## src/psm_pkg.sv

```systemverilog
// ----------------------------------------------------------------------------
// PL/0 p-code stack machine package
// Shared widths, opcode and operation codes, fault codes and control types.
// ----------------------------------------------------------------------------
`default_nettype none

package psm_pkg;

    localparam int STACK_DEPTH = 512;
    localparam int MAX_LEVEL   = 3;
    localparam int CODE_SIZE   = 2048;

    localparam int SAW = $clog2(STACK_DEPTH);
    localparam int PCW = $clog2(CODE_SIZE);
    localparam int DW  = 32;
    localparam int AW  = 34;

    typedef enum logic [2:0] {
        K_LIT = 3'd0,
        K_OPR = 3'd1,
        K_LOD = 3'd2,
        K_STO = 3'd3,
        K_CAL = 3'd4,
        K_INT = 3'd5,
        K_JMP = 3'd6,
        K_JPC = 3'd7
    } t_kind;

    localparam logic [10:0] OP_RET = 11'd0;
    localparam logic [10:0] OP_NEG = 11'd1;
    localparam logic [10:0] OP_ADD = 11'd2;
    localparam logic [10:0] OP_SUB = 11'd3;
    localparam logic [10:0] OP_MUL = 11'd4;
    localparam logic [10:0] OP_DIV = 11'd5;
    localparam logic [10:0] OP_ODD = 11'd6;
    localparam logic [10:0] OP_EQL = 11'd8;
    localparam logic [10:0] OP_NEQ = 11'd9;
    localparam logic [10:0] OP_LSS = 11'd10;
    localparam logic [10:0] OP_LEQ = 11'd11;
    localparam logic [10:0] OP_GTR = 11'd12;
    localparam logic [10:0] OP_GEQ = 11'd13;

    localparam logic [1:0] F_NONE  = 2'd0;
    localparam logic [1:0] F_DIV0  = 2'd1;
    localparam logic [1:0] F_RANGE = 2'd2;

    typedef struct packed {
        logic          start;
        logic [DW-1:0] dividend;
        logic [DW-1:0] divisor;
    } t_div_req;

    typedef struct packed {
        logic          done;
        logic [DW-1:0] quotient;
    } t_div_rsp;

endpackage

`default_nettype wire

```

## src/psm_div.sv

```systemverilog
// ----------------------------------------------------------------------------
// Iterative signed divider
// Restoring division, one quotient bit per cycle, truncating toward zero.
// ----------------------------------------------------------------------------
`default_nettype none

module psm_div (
    input  wire logic              i_clk,
    input  wire logic              i_rst_n,
    input  wire psm_pkg::t_div_req i_req,
    output psm_pkg::t_div_rsp      o_rsp
);

    logic                        r_busy, n_busy;
    logic [5:0]                  r_cnt, n_cnt;
    logic [psm_pkg::DW-1:0]      r_quo, n_quo;
    logic [psm_pkg::DW-1:0]      r_rem, n_rem;
    logic [psm_pkg::DW-1:0]      r_den, n_den;
    logic                        r_neg, n_neg;
    logic                        r_done, n_done;
    logic [psm_pkg::DW:0]        w_trial;
    logic [psm_pkg::DW-1:0]      w_shift;

    always_comb begin
        n_busy = r_busy;
        n_cnt  = r_cnt;
        n_quo  = r_quo;
        n_rem  = r_rem;
        n_den  = r_den;
        n_neg  = r_neg;
        n_done = 1'b0;
        w_shift = {r_rem[psm_pkg::DW-2:0], r_quo[psm_pkg::DW-1]};
        w_trial = {1'b0, w_shift} - {1'b0, r_den};
        if (i_req.start) begin
            n_busy = 1'b1;
            n_cnt  = 6'd0;
            n_rem  = '0;
            n_quo  = i_req.dividend[psm_pkg::DW-1] ? (~i_req.dividend + 1'b1) : i_req.dividend;
            n_den  = i_req.divisor[psm_pkg::DW-1] ? (~i_req.divisor + 1'b1) : i_req.divisor;
            n_neg  = i_req.dividend[psm_pkg::DW-1] ^ i_req.divisor[psm_pkg::DW-1];
        end else if (r_busy) begin
            if ((r_rem[psm_pkg::DW-1] == 1'b0) && !w_trial[psm_pkg::DW]) begin
                n_rem = w_trial[psm_pkg::DW-1:0];
                n_quo = {r_quo[psm_pkg::DW-2:0], 1'b1};
            end else if (r_rem[psm_pkg::DW-1]) begin
                n_rem = w_shift - r_den;
                n_quo = {r_quo[psm_pkg::DW-2:0], 1'b1};
            end else begin
                n_rem = w_shift;
                n_quo = {r_quo[psm_pkg::DW-2:0], 1'b0};
            end
            n_cnt = r_cnt + 6'd1;
            if (r_cnt == 6'(psm_pkg::DW - 1)) begin
                n_busy = 1'b0;
                n_done = 1'b1;
            end
        end
    end

    always_ff @(posedge i_clk) begin
        if (!i_rst_n) begin
            r_busy <= 1'b0;
            r_done <= 1'b0;
        end else begin
            r_busy <= n_busy;
            r_done <= n_done;
        end
        r_cnt <= n_cnt;
        r_quo <= n_quo;
        r_rem <= n_rem;
        r_den <= n_den;
        r_neg <= n_neg;
    end

    assign o_rsp.done     = r_done;
    assign o_rsp.quotient = r_neg ? (~r_quo + 1'b1) : r_quo;

endmodule

`default_nettype wire

```

## config.mk

```make
export PLATFORM = sky130hd
export DESIGN_NAME = psm_div
export DESIGN_NICKNAME = d
export VERILOG_FILES = /design/src/psm_pkg.sv /design/src/psm_div.sv
export SDC_FILE = /design/constraint.sdc
export NUM_CORES = 1
export LEC_CHECK = 0
export BUFFER_PORTS_ARGS = -buffer_cell sky130_fd_sc_hd__buf_4
export CORE_AREA = 2 2 118 120
export CTS_CLUSTER_DIAMETER = 100
export CTS_CLUSTER_SIZE = 12
export DETAILED_ROUTE_END_ITERATION = 7
export DIE_AREA = 0 0 120 122
export PLACE_DENSITY = 0.9
export SYNTH_ARGS = -nofsm -noshare
export SYNTH_HDL_FRONTEND = slang
export SYNTH_SLANG_ARGS = --single-unit
```

## constraint.sdc

```tcl
create_clock -name i_clk -period 4.02 [get_ports i_clk]
set_clock_uncertainty 0.15 [all_clocks]
set_input_delay 0.201 -clock i_clk [delete_from_list [all_inputs] [get_ports i_clk]]
set_output_delay 0.201 -clock i_clk [all_outputs]
set_load 0.01 [all_outputs]
```

==> run metrics <==
Cell Area, Placed between 8000 and 9000 sq um; Post-Synth Adder-Cell Area under 10%; crit path max fanout 4; slew margin rel. 26.42%; n_diodes 0; H-Tree Depth 3; row count 43; HPWL after DPL between 10000 and 15000 um; Synth Area in Compound Gates 21.11%; status finished, violations left; register area share after synthesis 35.48%; failing checks setup timing; DIE AREA 14640 sq um; Ys Warns 0; Initial Utilization 57.44%; Period minus WS final between 4 and 5 ns; crit path buf inv count 1; Place WS 0.2216 ns; CP dominant cell by count or4_4; Total Wirelength between 15000 and 20000 um; Area growth, synth to finish 19.71%; Clock Tree Root clkbuf_16; WP data arrival 3.76 ns; syn nets 1000; Hold Fails Final Rpt 0; Seq cells post-synth 105; final critical-path share of the clock period 102.2%; post-route cell area 9286 sq um; Worst Max-Slew Pin Slew 1.104 ns; Total GRT Usage roughly a quarter; I/O Pins 100; Slowest-stage cell, CP or4_4; clk_lat worst skew approximately 0.36 ns; Post-Layout Cell Count 1184; worst setup path class reg2out; PwrDens roughly 370 nW/um^2; number of synthesized flops with an enable pin 65; Vias between 7000 and 8000; drt wl/cell around 16 um; largest family of logic cells by synthesized area compound AO/OA/AOI/OAI gates; RSZ-0062 raised after global routing yes; total CTS buffers 9; first-pass GRT wire length 29610 um; Iter 0 DRT Violations just under 700; xor/xnor share of the synthesized area between 10 and 15%; WP data required 3.67 ns; ANT nets after route 0; CTS tree yes; largest net degree at the start of global routing just over 80; setup violators final 4; CP peak stage delay between 0.5 and 0.6 ns; die width around 120 um; mux cell area share after synthesis about 1.6%; Peak Freq 243.4 MHz; Cells after Synth ~900; CP Launch Type register; Critical Path End Type output port; worst min-delay path category in2reg; CP cell instances or4_4 > nor2_4 > nand2_2 > or4_4 > or3_4 > or3_4 > or4_4 > o41ai_4 > xnor2_1 > buf_4; core footprint roughly 14000 sq um; Worst VDD drop between 200 and 300 uV; FILL cells between 900 and 1000; post-synthesis async set-or-reset flop share 0%; Final Slew Violations 0; Yosys cell types 62; Congestion Overflow GR 0; Pleak about 3.8 nW; vias in the first global route approximately 6400; antenna violations before repair 0; drt pass-1 iters 5; CP delay by family, top simple AND/OR/NAND/NOR gates; Die Ht 122 um; share of layout cells above drive strength 1 between 10% and 20%; synthesized area between 7000 and 8000 sq um; final worst setup slack -0.08898 ns; maxcap violations 0; Residual DRC 0; placed cells between 1000 and 1500; clk sinks roughly 110; Post-Syn Area per Cell 8.658 sq um; clock tree buffer depth 2; GP Congestion a little over 0.9; WHS roughly 0.009 ns; top_reg_cell synth edfxtp_1; Simple-Gate Fraction of Synth Area 18.23%; clk slew on worst S/H paths ~0.070 ns; Via density 5.928; Port Buf Inserts slightly below 100; nets@finish 1103
synthesized netlist by cell type (9+ instances only):
library cell / instances / area [sq um]
nor2_1: 91 / 341.6
nand2_1: 84 / 315.3
a21oi_1: 72 / 360.4
xnor2_1: 70 / 613.1
edfxtp_1: 65 / 1952
inv_1: 49 / 183.9
xor2_1: 45 / 394.1
o21ai_0: 44 / 220.2
dfxtp_1: 40 / 800.8
clkbuf_1: 36 / 135.1
ha_1: 36 / 450.4
o31ai_1: 28 / 210.2
a21o_1: 19 / 142.6
a211oi_1: 17 / 127.6
nand3_1: 16 / 80.08
nor3_1: 15 / 75.07
or4_1: 13 / 97.59
mux2i_1: 10 / 100.1
o41ai_1: 10 / 87.58
a311oi_1: 9 / 78.83
nand2b_1: 9 / 56.30
layer usage:
metal / up-vias / routed length, um / track usage [%]
li1: 3455 / - / -
met1: 3247 / 8101 / 31.97
met2: 278 / 8939 / 42.68
met3: 39 / 1192 / 3.464
met4: 0 / 443 / 10.00
met5: - / 0 / 0
layout by cell type (no fill, tap or decap), types with 4 or more instances in the layout:
master	count
nand4_1	7
a21o_1	19
xor2_1	45
ha_1	36
nor2_1	91
a31oi_1	4
or4_4	9
a2111oi_0	4
o21ai_0	44
nor2b_1	6
dfxtp_1	39
a211oi_1	17
buf_4	115
or4_1	12
edfxtp_1	65
clkbuf_16	10
mux2i_1	10
a311oi_1	9
o211ai_1	8
xnor2_1	70
nand2_1	83
inv_1	49
o31ai_1	27
o41ai_1	10
or3_1	5
and3_1	8
nor3_1	15
dlygate4sd3_1	19
or3_4	4
nand2b_1	9
nand3_1	16
o21a_1	6
a21oi_1	72
flip-flops by register name (all words and copies together), names as in the netlist:
name,flops
r_den,32
r_quo,32
r_rem,32
r_cnt,6
r_busy,1
r_done,1
r_neg,1
cell type report:
class                   instances  area (sq um)  area share [%]
multi-input cells             699          4706           50.67
well taps                     180         225.2           2.425
inverters                      49         183.9           1.981
clock inverters                 6         93.84           1.011
clock buffers                  10         250.2           2.695
flip-flops and latches        105          2754           29.66
repair buffers                135          1074           11.56
timing repair:
action | CTS | global route
pin swaps | 5 | 4
endpoints found under the hold margin | 21 | 0
endpoints found under the setup margin | 6 | 5
cloned | 0 | 0
setup buffers | 4 | 4
hold buffers | 19 | 0
resized for setup | 6 | 3
path summary, 6_finish.rpt:
kind	startpoint	end	slack [ns]	cells after the start
worst min-delay path	i_req[25]	r_den[25]$_DFFE_PP_	0.009	2
worst max register to register	r_quo[31]$_DFFE_PP_	r_rem[15]$_SDFFE_PP0P_	0.36	14
worst max-delay path	r_quo[5]$_DFFE_PP_	o_rsp[29]	-0.09	10
worst min register to register	r_cnt[5]$_SDFFE_PP0P_	r_done$_SDFF_PP0_	0.32	1
kinds of logic after synthesis:
| group | count (synthesis) |
|---|---|
| and+or+nand+nor | 288 |
| xor gates and xnor gates | 115 |
| buffers and inverters | 92 |
| adders and majority gates | 37 |
| AOI/OAI and AO/OA | 247 |
| muxes | 12 |
| DFF | 105 |
through the flow:
stage | power [mW] | setup TNS [ns] | util (%)
2_1_floorplan | 2.033 | 0 | -
3_3_place_gp | 2.346 | 0 | 64.00
3_5_place_dp | 2.381 | 0 | 64.00
4_1_cts | 3.413 | -0.04438 | 68.42
5_1_grt | 3.595 | -0.4879 | 68.77
6_report | 3.417 | -0.1296 | 68.77
report_power, final:
group          switching [mW]  internal, mW  leakage [nW]  total [mW]
Sequential              0.101          1.27         0.966        1.37
Combinational           0.561         0.482          2.67        1.04
Clock                   0.417         0.589         0.165        1.01
Note: power is estimated with default switching activity, not from simulation.
